`config.mk`:
```
export PLATFORM = sky130hd
export DESIGN_NAME = cfpu_delay
export DESIGN_NICKNAME = d
export VERILOG_FILES = /design/src/rtl/core/clamped_force_position_update_unit_macros.svh /design/src/rtl/core/cfpu_pkg.sv /design/src/rtl/core/cfpu_delay.sv
export SDC_FILE = /design/constraint.sdc
export NUM_CORES = 1
export LEC_CHECK = 0
export BUFFER_PORTS_ARGS = -buffer_cell sky130_fd_sc_hd__buf_2
export CORE_MARGIN = 2
export CORE_UTILIZATION = 41
export DETAILED_ROUTE_END_ITERATION = 8
export PLACE_DENSITY = 0.56
export SLEW_MARGIN = 10
export SYNTH_ARGS = -nofsm -noshare
export SYNTH_HDL_FRONTEND = slang
export SYNTH_SLANG_ARGS = --single-unit
```
`constraint.sdc`:
```
create_clock -name clk -period 0.8 [get_ports clk]
set_input_delay 0.12 -clock clk [delete_from_list [all_inputs] [get_ports clk]]
set_output_delay 0.12 -clock clk [all_outputs]
set_load 0.01 [all_outputs]
```
`src/rtl/core/clamped_force_position_update_unit_macros.svh`:
```
// assertion macros shared by the force update unit
// expects clk and rst_n in the scope of each use
`ifndef CLAMPED_FORCE_POSITION_UPDATE_UNIT_MACROS_SVH
`define CLAMPED_FORCE_POSITION_UPDATE_UNIT_MACROS_SVH

// same-cycle implication
`define CFPU_ASSERT_IMP(label, ante, cons, msg) \
  label: assert property (@(posedge clk) disable iff (!rst_n) (ante) |-> (cons)) \
    else $error(msg);

// next-cycle implication
`define CFPU_ASSERT_NXT(label, ante, cons, msg) \
  label: assert property (@(posedge clk) disable iff (!rst_n) (ante) |=> (cons)) \
    else $error(msg);

`endif

```
`src/rtl/core/cfpu_pkg.sv`:
```
// types and constants for the clamped force position update unit
// no dependencies
package cfpu_pkg;

  localparam int SQRT_STAGES = 32;
  localparam int DIV_STAGES  = 31;

  localparam logic [1:0] REG_STEP_WEIGHT = 2'd0;
  localparam logic [1:0] REG_MAX_FORCE   = 2'd1;
  localparam logic [1:0] REG_CLAMP_EN    = 2'd2;

  localparam logic [31:0] STEP_WEIGHT_RST = 32'h0001_0000;
  localparam logic [30:0] MAX_FORCE_RST   = 31'h0001_0000;
  localparam logic        CLAMP_EN_RST    = 1'b1;

  // side data carried past the square root
  typedef struct packed {
    logic [2:0][62:0] dvd;
    logic [2:0][31:0] pos;
    logic [2:0][31:0] mag;
    logic [2:0]       neg;
    logic             last;
  } side_sqrt_t;

  // side data carried past the divider
  typedef struct packed {
    logic [2:0][31:0] pos;
    logic [2:0][31:0] mag;
    logic [2:0]       neg;
    logic             last;
    logic             clamp;
    logic             nz;
  } side_div_t;

endpackage

```
`src/rtl/core/cfpu_delay.sv`:
```
// enabled shift register that keeps side data aligned with a pipelined unit
// depends on cfpu_pkg for default depth
module cfpu_delay #(
  parameter int W     = 1,
  parameter int DEPTH = cfpu_pkg::SQRT_STAGES
) (
  input  logic         clk,
  input  logic         en,
  input  logic [W-1:0] d,
  output logic [W-1:0] q
);

  logic [W-1:0] dl_r [DEPTH];

  always_ff @(posedge clk) begin
    if (en) begin
      dl_r[0] <= d;
      for (int i = 1; i < DEPTH; i++) begin
        dl_r[i] <= dl_r[i-1];
      end
    end
  end

  assign q = dl_r[DEPTH-1];

endmodule

```
# Yosys cells after proc, flatten, opt, wreduce, memory -nomap -nowiden
# Memories as Yosys holds them, arrays and structs flattened.
# Index checks and enable logic that the tools add are counted.
# classes
muxes,2
# ops
cell,count
$mux W1,2
# word_totals
regBits,0
ram_bits,32
word_cells,3
memories,1
# memory_table
memory,words,word_bits,read_ports,rd_ports_with_merged_regs,write_ports,line,rtl
dl_r,32,1,32,0,32,cfpu_delay.sv:13,logic [W-1:0] dl_r [DEPTH];

# Logic depth before layout (Yosys ltp)
# depth
depth_word,2
ltp_mapped,0

# Worst setup path before layout
# Ideal clock, no wire load.
# synth_path
path_type,reg2reg
start,memory dl_r[9][0] (netlist: dl_r[0][9])
end,"memory dl_r[10][0] (netlist: dl_r[0][10]), data pin"
setup_ns,0.266
arrival_time_ns,0.323
setup_slack_ns,0.211
path_stages_with_launch,1
path_buffers,0
synth_period_minus_slack_ns,0.589
cell_sequence,edfxtp_1
# synth_lines
item,line
from (decl),cfpu_delay.sv:13

==> run metrics <==
status complete, but fails checks; core area ~2200 um^2; H-Tree Level Count 2; Crit Path Class reg -> out; Clock transition at path regs about 0.080 ns; post-synthesis mux area share 0%; Final min period 0.9227 ns; syn_area_per_cell 30.03 um^2; I/O pin total 4; I/O Buffers 3; Die Height approximately 52 um; pre-CTS setup slack approximately 0.073 ns; crit path capture type primary output; # DRC 0; final wirelength about 1000 um; Netlist Area Pre-Place approximately 960 um^2; drt first-iter violations 11; Synth Area in Simple Gates 0%; share of layout cells above drive strength 1 about a quarter; Adder-Cell Fraction of Synth Area 0%; Crit path largest cell delay between 0.3 and 0.4 ns; worst-path cell chain buf_2; Die Area ~2700 um^2; failing checks setup timing; max reg flops 32; Final #Nets 48; Relative slew margins 93.37%; multi-input gate count 0; Arrival @ worst endpoint approximately 0.80 ns; clk_lat worst skew between 0.3 and 0.4 ns; xor and xnor area share after synthesis 0%; Hold Crit Class in -> reg; most flop-heavy register dl_r; Resized cells post-CTS 0; vias in the first global route ~320; distinct cell type count after synthesis 1; area occupied by registers 960.9 um^2; f_max between 1000 and 1500 MHz; critical path buffer and inverter count 1; YS warnings 0; Crit-path slowest cell edfxtp_1; Critical Path Start Type register; CTS Buf Count 5; post-synthesis sequential area ratio between 90% and 100%; gr usage total about a tenth; final cell count without fillers between 70 and 80; clock buffer depth 2; clk root buf clkbuf_4; Hold Path Stages 2; Setup Skew approximately 0.0053 ns; Placer Congestion between 0.6 and 0.7; fill count roughly 190; RSZ-0062 raised after global routing yes; ANT cells 0; #FFs+latches synth 32; cell count after synthesis 32; initial antenna violation count 0; antenna-violating nets left 0; PwrDens around 2500 nW/um^2; row count 17; vias per std cell around 4.5; initial core utilization 43.44%; first-pass GRT wire length approximately 1700 um; DR vias ~330; Overflow after GRT 0; Cells after DPL between 60 and 70; DRT Pass-1 Iters 4; Multi-input gate area 0 um^2; VDD IR max about 1.2 mV; setup violators final 1; worst-path maximum fanout 1; Die W around 52 um; Compound-Gate Fraction of Synth Area 0%; WL/cell approximately 14 um; final-report hold violation count 0; WP data required slightly below 0.7 ns; Syn Nets 35; share of the clock period used by the worst path after layout 115.3%; Worst path depth 1; R2R depth 0; DP HPWL 540.3 um; largest net degree at the start of global routing 19; Worst-Margin Slew just under 0.1 ns; clock sinks 32; final worst slack -0.1227 ns; max-slew violations 0; post-CTS setup buffers 0; Max-Cap Viols 0; Largest regs dl_r x32; P&R area growth vs syn 15.23%; TritonCTS clock tree built; critical path's top delay family flip-flops; Leak ~0.38 nW
[kinds of logic (layout without fill, tap and decap cells)]
logic type             Yosys count  after routing
flip-flops                      32             32
buffers and inverters            0             13
[synth_stat cells]
cell       n  share of area, %
edfxtp_1  32               100
[timing repair]
item	CTS	global route
hold buffers	1	0
hold endpoints to repair	1	0
endpoints found under the setup margin	1	1
[placed cells by master, fill, tap and decap left out, drive strengths merged]
cell and instances:
dlygate4sd3 1, clkinv 1, buf 5, edfxtp 32, clkbuf 6
[report_power, final]
| group | internal [mW] | switching (mW) |
|---|---|---|
| registers | 1.95 | 0.0253 |
| logic | 0.0280 | 0.0351 |
| clock network | 0.323 | 0.450 |
[metal layers]
metal | part of all wire [%] | track usage [%]
met1 | 49 | 13.35
met2 | 43 | 11.46
met3 | 6.5 | 7.714
met4 | 1.0 | 6.410
met5 | 0 | 0
[final timing paths]
path | startpoint | to | slack [ns]
worst max-delay path | dl_r[1][15]$_DFFE_PP_ | q | -0.12
worst min-delay path | en | dl_r[1][3]$_DFFE_PP_ | 0.22
worst max register to register | dl_r[1][0]$_DFFE_PP_ | dl_r[1][1]$_DFFE_PP_ | 0.13
worst min register to register | dl_r[0][1]$_DFFE_PP_ | dl_r[0][2]$_DFFE_PP_ | 0.42
[per-stage QoR]
| step | power, mW | util [%] | cell area [um^2] | hold WS (ns) | setup TNS [ns] |
|---|---|---|---|---|---|
| after floorplan | 2.004 | - | 960.9 | 0.2189 | 0 |
| after global placement | 2.068 | 47.51 | 1051 | 0.2989 | 0 |
| after detailed placement | 2.074 | 47.51 | 1051 | 0.3009 | 0 |
| after CTS | 2.873 | 50.06 | 1107 | 0.2052 | -0.1510 |
| after global routing | 2.982 | 50.06 | 1107 | 0.1972 | -0.1890 |
| final | 2.811 | 50.06 | 1107 | 0.2219 | -0.1227 |
[area by class of cell]
type                  instances  share of cell area, %
Sequential cell              32                  86.78
Timing Repair Buffer          6                  5.876
Clock buffer                  6                  3.729
Tap cell                     28                  3.164
Clock inverter                1                 0.4520
Power figures use the tool's default switching activity.
