==> src/rtl/core/clamped_force_position_update_unit_macros.svh <==
// assertion macros shared by the force update unit
// expects clk and rst_n in the scope of each use
`ifndef CLAMPED_FORCE_POSITION_UPDATE_UNIT_MACROS_SVH
`define CLAMPED_FORCE_POSITION_UPDATE_UNIT_MACROS_SVH

// same-cycle implication
`define CFPU_ASSERT_IMP(label, ante, cons, msg) \
  label: assert property (@(posedge clk) disable iff (!rst_n) (ante) |-> (cons)) \
    else $error(msg);

// next-cycle implication
`define CFPU_ASSERT_NXT(label, ante, cons, msg) \
  label: assert property (@(posedge clk) disable iff (!rst_n) (ante) |=> (cons)) \
    else $error(msg);

`endif

==> src/rtl/core/cfpu_pkg.sv <==
// types and constants for the clamped force position update unit
// no dependencies
package cfpu_pkg;

  localparam int SQRT_STAGES = 32;
  localparam int DIV_STAGES  = 31;

  localparam logic [1:0] REG_STEP_WEIGHT = 2'd0;
  localparam logic [1:0] REG_MAX_FORCE   = 2'd1;
  localparam logic [1:0] REG_CLAMP_EN    = 2'd2;

  localparam logic [31:0] STEP_WEIGHT_RST = 32'h0001_0000;
  localparam logic [30:0] MAX_FORCE_RST   = 31'h0001_0000;
  localparam logic        CLAMP_EN_RST    = 1'b1;

  // side data carried past the square root
  typedef struct packed {
    logic [2:0][62:0] dvd;
    logic [2:0][31:0] pos;
    logic [2:0][31:0] mag;
    logic [2:0]       neg;
    logic             last;
  } side_sqrt_t;

  // side data carried past the divider
  typedef struct packed {
    logic [2:0][31:0] pos;
    logic [2:0][31:0] mag;
    logic [2:0]       neg;
    logic             last;
    logic             clamp;
    logic             nz;
  } side_div_t;

endpackage

==> src/rtl/core/cfpu_sqrt.sv <==
// pipelined floor square root of a 64-bit value, one result bit per stage
// depends on cfpu_pkg and the assertion macro header
`include "clamped_force_position_update_unit_macros.svh"

module cfpu_sqrt (
  input  logic        clk,
  input  logic        rst_n,
  input  logic        en,
  input  logic        in_vld,
  input  logic [63:0] in_n,
  output logic        out_vld,
  output logic [31:0] out_root
);

  localparam int N = cfpu_pkg::SQRT_STAGES;

  logic [63:0] n_s   [N+1];
  logic [63:0] rt_s  [N+1];
  logic        vld_s [N+1];

  assign n_s[0]   = in_n;
  assign rt_s[0]  = '0;
  assign vld_s[0] = in_vld;

  for (genvar k = 0; k < N; k++) begin : g_stage
    localparam logic [63:0] BIT = 64'd1 << (62 - 2 * k);
    logic [63:0] trial;
    logic [63:0] n_nxt, rt_nxt, n_r, rt_r;
    logic        vld_r;

    assign trial = rt_s[k] + BIT;

    always_comb begin
      if (n_s[k] >= trial) begin
        n_nxt  = n_s[k] - trial;
        rt_nxt = (rt_s[k] >> 1) + BIT;
      end else begin
        n_nxt  = n_s[k];
        rt_nxt = rt_s[k] >> 1;
      end
    end

    always_ff @(posedge clk) begin
      if (!rst_n) begin
        vld_r <= 1'b0;
      end else if (en) begin
        vld_r <= vld_s[k];
      end
    end

    always_ff @(posedge clk) begin
      if (en) begin
        n_r  <= n_nxt;
        rt_r <= rt_nxt;
      end
    end

    assign n_s[k+1]   = n_r;
    assign rt_s[k+1]  = rt_r;
    assign vld_s[k+1] = vld_r;
  end

  assign out_vld  = vld_s[N];
  assign out_root = rt_s[N][31:0];

  // leftover of a floor root never exceeds twice the root
  `CFPU_ASSERT_IMP(a_sqrt_rem, out_vld, n_s[N] <= {rt_s[N][62:0], 1'b0}, "sqrt remainder too big")
  `CFPU_ASSERT_NXT(a_sqrt_vld, en && vld_s[N-1], out_vld, "sqrt valid lost in last stage")

endmodule

==> config.mk <==
export PLATFORM = sky130hd
export DESIGN_NAME = cfpu_sqrt
export DESIGN_NICKNAME = d
export VERILOG_FILES = /design/src/rtl/core/cfpu_pkg.sv /design/src/rtl/core/cfpu_sqrt.sv
export VERILOG_INCLUDE_DIRS = /design/src /design/src/rtl/core
export SDC_FILE = /design/constraint.sdc
export NUM_CORES = 2
export LEC_CHECK = 0
export BUFFER_PORTS_ARGS = -buffer_cell sky130_fd_sc_hd__buf_2
export CAP_MARGIN = 20
export CORE_MARGIN = 10
export CORE_UTILIZATION = 51
export CTS_BUF_LIST = sky130_fd_sc_hd__clkbuf_2
export CTS_CLUSTER_SIZE = 14
export DETAILED_ROUTE_END_ITERATION = 6
export PLACE_DENSITY = 0.68
export SLEW_MARGIN = 15
export SYNTH_ARGS = -nofsm -noshare
export SYNTH_HDL_FRONTEND = slang
export SYNTH_SLANG_ARGS = --single-unit
==> constraint.sdc <==
create_clock -name clk -period 11 [get_ports clk]
set_clock_uncertainty 0.05 [all_clocks]
set_input_delay 0.55 -clock clk [delete_from_list [all_inputs] [get_ports clk]]
set_output_delay 0.55 -clock clk [all_outputs]
set_load 0.005 [all_outputs]
== Yosys cells after proc, flatten, opt, wreduce, memory -nomap -nowiden ==
Cells that the tools add are included.

* Word-level logic and storage cells: 313
* Output and inout port bits: 33
* Input port bits: 68
* Register bits after elaboration: 4032

* Magnitude comparators: 32
* Multiplexer cells: 63
* Add/subtract/negate cells: 93

{| class="wikitable"
|+ Operators by type and width
! cell !! count
|-
| greater-or-equal comparator 64 bit || 31
|-
| 2-to-1 mux 64 bit || 31
|-
| 2-to-1 mux 63 bit || 31
|-
| subtractor 64 bit || 30
|-
| adder 63 x 11 -> 64 bit (second input constant) || 1
|-
| adder 63 x 13 -> 64 bit (second input constant) || 1
|-
| adder 63 x 15 -> 64 bit (second input constant) || 1
|-
| adder 63 x 17 -> 64 bit (second input constant) || 1
|-
| adder 63 x 19 -> 64 bit (second input constant) || 1
|-
| adder 63 x 21 -> 64 bit (second input constant) || 1
|-
| adder 63 x 23 -> 64 bit (second input constant) || 1
|-
| adder 63 x 25 -> 64 bit (second input constant) || 1
|-
| adder 63 x 27 -> 64 bit (second input constant) || 1
|-
| adder 63 x 29 -> 64 bit (second input constant) || 1
|-
| adder 63 x 3 -> 64 bit (second input constant) || 1
|-
| adder 63 x 31 -> 64 bit (second input constant) || 1
|-
| adder 63 x 33 -> 64 bit (second input constant) || 1
|-
| adder 63 x 35 -> 64 bit (second input constant) || 1
|-
| adder 63 x 37 -> 64 bit (second input constant) || 1
|-
| adder 63 x 39 -> 64 bit (second input constant) || 1
|-
| adder 63 x 41 -> 64 bit (second input constant) || 1
|-
| adder 63 x 43 -> 64 bit (second input constant) || 1
|-
| adder 63 x 45 -> 64 bit (second input constant) || 1
|-
| adder 63 x 47 -> 64 bit (second input constant) || 1
|-
| 45 further kinds || 45
|}

== Depth between registers and ports, before layout ==
* Depth in word-level cells: 3
* Gate-level depth with buffers: 15
* Mapped depth without buffers: 12

== Worst setup path after synthesis ==
OpenSTA, ideal clock, no wires.

* Kind: reg2reg
* Start point: register g_stage[17].n_r[50]
* End point: register g_stage[18].n_r[50], data pin
* Stages on the path, launching flop included: 11
* Required time: 10.684 ns
* Period minus slack after synthesis: 3.698 ns
* Buffers on the path: 0
* Slack: 7.302 ns
* Arrival time: 3.381 ns
* Library setup time: 0.266 ns
* Path through: edfxtp_1 > or4_4 > or4b_4 > or3_4 > or4_4 > or4_4 > a21oi_4 > inv_2 > o2111ai_2 > nor3_1 > xor2_1

* Cells in the longest elaborated chain, start to end: 2
* Elaborated cells on any way between the ends: 3

{| class="wikitable"
|+ Ends and longest elaborated chain
! item !! RTL line !! source
|-
| from (decl) || cfpu_sqrt.sv:28 || <nowiki>logic [63:0] n_nxt, rt_nxt, n_r, rt_r;</nowiki>
|-
| from (signal assigned) || cfpu_sqrt.sv:53 || <nowiki>n_r <= n_nxt;</nowiki>
|-
| subtractor 64 bit / greater-or-equal comparator 64 bit (equally long branches) || cfpu_sqrt.sv:35, cfpu_sqrt.sv:34 ||
|-
| 2-to-1 mux 64 bit (*) || cfpu_sqrt.sv:34 || <nowiki>if (n_s[k] >= trial) begin</nowiki>
|-
| via g_stage[18].n_nxt[50] || cfpu_sqrt.sv:28 ||
|-
| to (signal assigned) || cfpu_sqrt.sv:53 ||
|-
| to (decl) || cfpu_sqrt.sv:28 ||
|}

Mark *: on every way through the listed nets, which the timed path passes. The rest lies on a longest branch.
A chain may end at the register's enable or synchronous reset.

== Final worst setup path ==
* Start point: register g_stage[26].n_r[36]
* End point: register g_stage[27].n_r[56], data pin

* Cells in the longest elaborated chain, start to end: 2
* Elaborated cells on any way between the ends: 3

{| class="wikitable"
|+ Ends and longest elaborated chain
! item !! RTL line
|-
| from (decl) || cfpu_sqrt.sv:28
|-
| from (signal assigned) || cfpu_sqrt.sv:53
|-
| subtractor 64 bit / greater-or-equal comparator 64 bit (equally long branches) || cfpu_sqrt.sv:35, cfpu_sqrt.sv:34
|-
| 2-to-1 mux 64 bit (*) || cfpu_sqrt.sv:34
|-
| via g_stage[27].n_nxt[56] || cfpu_sqrt.sv:28
|-
| to (signal assigned) || cfpu_sqrt.sv:53
|-
| to (decl) || cfpu_sqrt.sv:28
|}

Marks and branches as above.

==> summary.txt <==
Run status
  – Status: finished, violations left
  – Failing checks: DRC

Die
  – Core ar.: 238000 um2
  – Initial Util: 51.2%
  – Die width: between 500 and 600 um
  – Die Height: just over 500 um
  – FP Rows: around 180
  – Die Footprint: around 260000 um2
  – Ports: ~100

Finish
  – Post-Layout Cell Count: between 10000 and 15000
  – Ratio of cells with drive above 1 in the final layout: roughly an eighth
  – Seq. cell area: between 70000 and 80000 um2
  – Area Growth Syn to Fin: 10.5%
  – Footprint of the multi-input gates: 42400 um2
  – Fillers: approximately 20000
  – Post-route cell area: around 130000 um2
  – Final #Nets: between 10000 and 15000

Yosys
  – Synth area leaders: edfxtp_1, ha_1, xnor2_1
  – Cells after Synth: between 9000 and 10000
  – FFs w/ async S/R, synth: 0%
  – Seq/Total Area, Yosys: approximately 62%
  – Flops & latches, synth: about 2500
  – Synth area leader: edfxtp_1
  – Synth unique cells: 87
  – Syn avg cell area: approximately 13 um2
  – Synth top area share: between 60% and 70%
  – Post-Syn Area: about 120000 um2
  – Yosys warnings: 0
  – Number of flops mapped to enable cells by yosys: about 2500
  – Synth Flop Type: edfxtp_1
  – Syn Nets: slightly above 10000

Clock tree
  – H-Tree Depth: 6
  – CTS clk-pin slew, worst paths: 0.12 ns
  – Sink Count: 2544
  – Postcts setup bufs: 0
  – CTS tree: built
  – CTS buffer count: ~660
  – Worst-Skew Late Latency: between 2 and 2.5 ns
  – Max Root-Sink Buffers: 4
  – Root buf cell: clkbuf_2

Job
  – Max-cap violations: 0

Placed design
  – Hpwl dp: approximately 230 mm
  – Port bufs: 100
  – GP Congestion: between 0.9 and 1
  – Placed inst area: around 130000 um2
  – Placed Cells: about 13000

Pwr
  – Int Power: ~17 mW
  – PwrDens: 191 nW/um2
  – Sw power: about 8.5 mW
  – Leakage: about 52 nW
  – Clock power share: about a quarter
  – Final Power: about 26 mW
  – Worst vdd ir: ~0.00012 V
  – Comb pwr share: between 20% and 30%
  – Reg power frac: approximately half
  – Switching Share: between 30% and 40%

STA
  – RSZ-0062 raised after global routing: false
  – Shortest period the worst path allows: just over 5 ns
  – Max Clk Rate: 0.194 GHz
  – Setup TNS: 0 ns
  – Final setup vio count: 0
  – Worst slew pin tran: 1.27 ns
  – Period Utilization, post-route: 46.9%
  – Slew Viols, Final: 0
  – Slew margin rel.: ~15%
  – Final Hold Fails: 0

Detailed routing
  – DRT iter0 DRCs: between 8000 and 9000
  – DRC Markers: 1
  – Router iterations before antenna repair: 7
  – Drt via density: slightly below 6
  – Routed Antenna Nets: 0
  – Final WL: 317 mm
  – Wirelength per Cell: ~22 um
  – Vias: around 82000

Global route
  – Largest net degree at the start of global routing: 198
  – GRT Util Overall: 23.7%
  – Grt total ovfl: 0
  – First-pass GRT wire length: about 470 mm
  – Initial antenna violation count: 19
  – Vias in the first global route: 79878

Min path
  – Hold path depth: 0
  – Worst Hold Class: flip-flop to flip-flop

Setup path
  – CP Capture Type: flip-flop
  – CP required: about 13 ns
  – CP max FO: 56
  – Crit path arrival time: 6.69 ns
  – Crit Path Class: flip-flop to flip-flop
  – Reg2Reg Depth: 11
  – Startpoint Class: flip-flop
[worst max-delay path, stage by stage (launching register included)]
cell      delay (ns)
edfxtp_1        0.44
ha_1            0.40
nor2b_1         0.30
nor3b_1         0.33
nand2_1         0.26
o41ai_1         1.01
nor4_1          0.21
o311ai_2        0.16
buf_4           0.54
nand3_1         0.47
nor4b_1         0.53
xor2_1          0.12
[stage by stage]
stage	hold WS (ns)	util [%]	setup WS, ns
4_1_cts	0.00170	56.6	5.90
5_1_grt	0.147	56.6	5.56
2_1_floorplan	0.367	-	7.30
3_5_place_dp	0.382	53.1	6.01
6_report	0.259	56.6	5.85
3_3_place_gp	0.373	53.1	6.04
[metal layers]
metal | wire length, um | up-vias | track usage (%)
met2 | 150000 | 3091 | 38.5
met3 | 21900 | 508 | 4.29
li1 | - | 38622 | -
met1 | 136000 | 39854 | 32.2
met4 | 8850 | 8 | 7.79
met5 | 50 | - | 0
[logic make-up (layout without fill, tap and decap cells)]
kind of cell,count (synthesis),after routing,synth area share (%)
buffers and inverters,910,2239,2.81
multiplexers,124,124,1.10
adder cells (fa/ha/maj),558,558,5.73
AO/OA/AOI/OAI,1858,1858,9.47
XOR/XNOR,869,869,6.24
other,0,17,0
flip-flops,2544,2544,62.4
AND/OR/NAND/NOR,2869,2869,12.2
[timing repair]
| action | 4_1_cts | 5_1_grt |
|---|---|---|
| endpoints found under the hold margin | 2018 | 0 |
| gates resized for setup | 0 | 0 |
| endpoints found under the setup margin | 0 | 0 |
| hold buffers | 243 | 0 |
[layout by cell type (no fill, tap or decap), types with 42 or more instances in the layout]
master,count
nand2b_1,99
ha_1,558
nor4_1,337
nor3_1,287
nor2b_1,99
nand3_1,140
clkbuf_2,902
xor2_1,424
or4_1,71
clkinv_1,144
edfxtp_1,2512
a211oi_1,42
nand4_1,162
o21ai_0,451
xnor2_1,445
a21o_1,244
dlygate4sd3_1,240
inv_1,710
o21bai_1,58
buf_2,103
o31ai_1,61
or3_1,117
nand2_1,600
o21a_1,91
or2_2,57
buf_4,46
nor2_1,628
and3_1,42
a21oi_1,599
a31oi_1,55
mux2_2,82
nor4b_1,55
mux2i_1,42
[synthesized netlist by cell type (175+ instances only)]
library cell  number
edfxtp_1        2512
xor2_1           424
ha_1             558
xnor2_1          445
nor3_1           289
nand2_1          600
a21oi_1          600
inv_1            710
nor2_1           629
o21ai_0          451
nor4_1           337
clkbuf_1         175
a21o_1           244
[power groups by stage]
stage	combinational [mW]	clock, mW	sequential, mW
finish	6.05	6.43	13.3
global route	6.65	7.15	13.4
CTS	5.95	6.60	13.2
detailed placement	5.83	0	13.5
global placement	5.75	0	13.4
floorplan	4.31	0	13.0
[worst paths after layout]
path | startpoint | to | slack [ns]
max | g_stage[26].n_r[36] | g_stage[27].n_r[56] | 5.85
min | g_stage[25].n_r[9] | g_stage[26].n_r[9] | 0.26
max reg2reg | g_stage[26].n_r[36] | g_stage[27].n_r[56] | 5.85
min reg2reg | g_stage[25].n_r[9] | g_stage[26].n_r[9] | 0.26
[area by class of cell]
type / count / area share [%]
Sequential cell: 2544 / 56.5
Tap cell: 3167 / 2.94
Timing Repair Buffer: 410 / 2.73
Multi-Input combinational cell: 6278 / 31.5
Antenna cell: 17 / 0.0316
Inverter: 713 / 1.99
Clock inverter: 215 / 0.928
Clock buffer: 901 / 3.35
[flip-flops by register name (all words and copies together) (netlist names)]
register       cells
g_stage.n_r     1984
g_stage.rt_r     528
g_stage.vld_r     31
out_vld            1
Power figures use the tool's default switching activity.
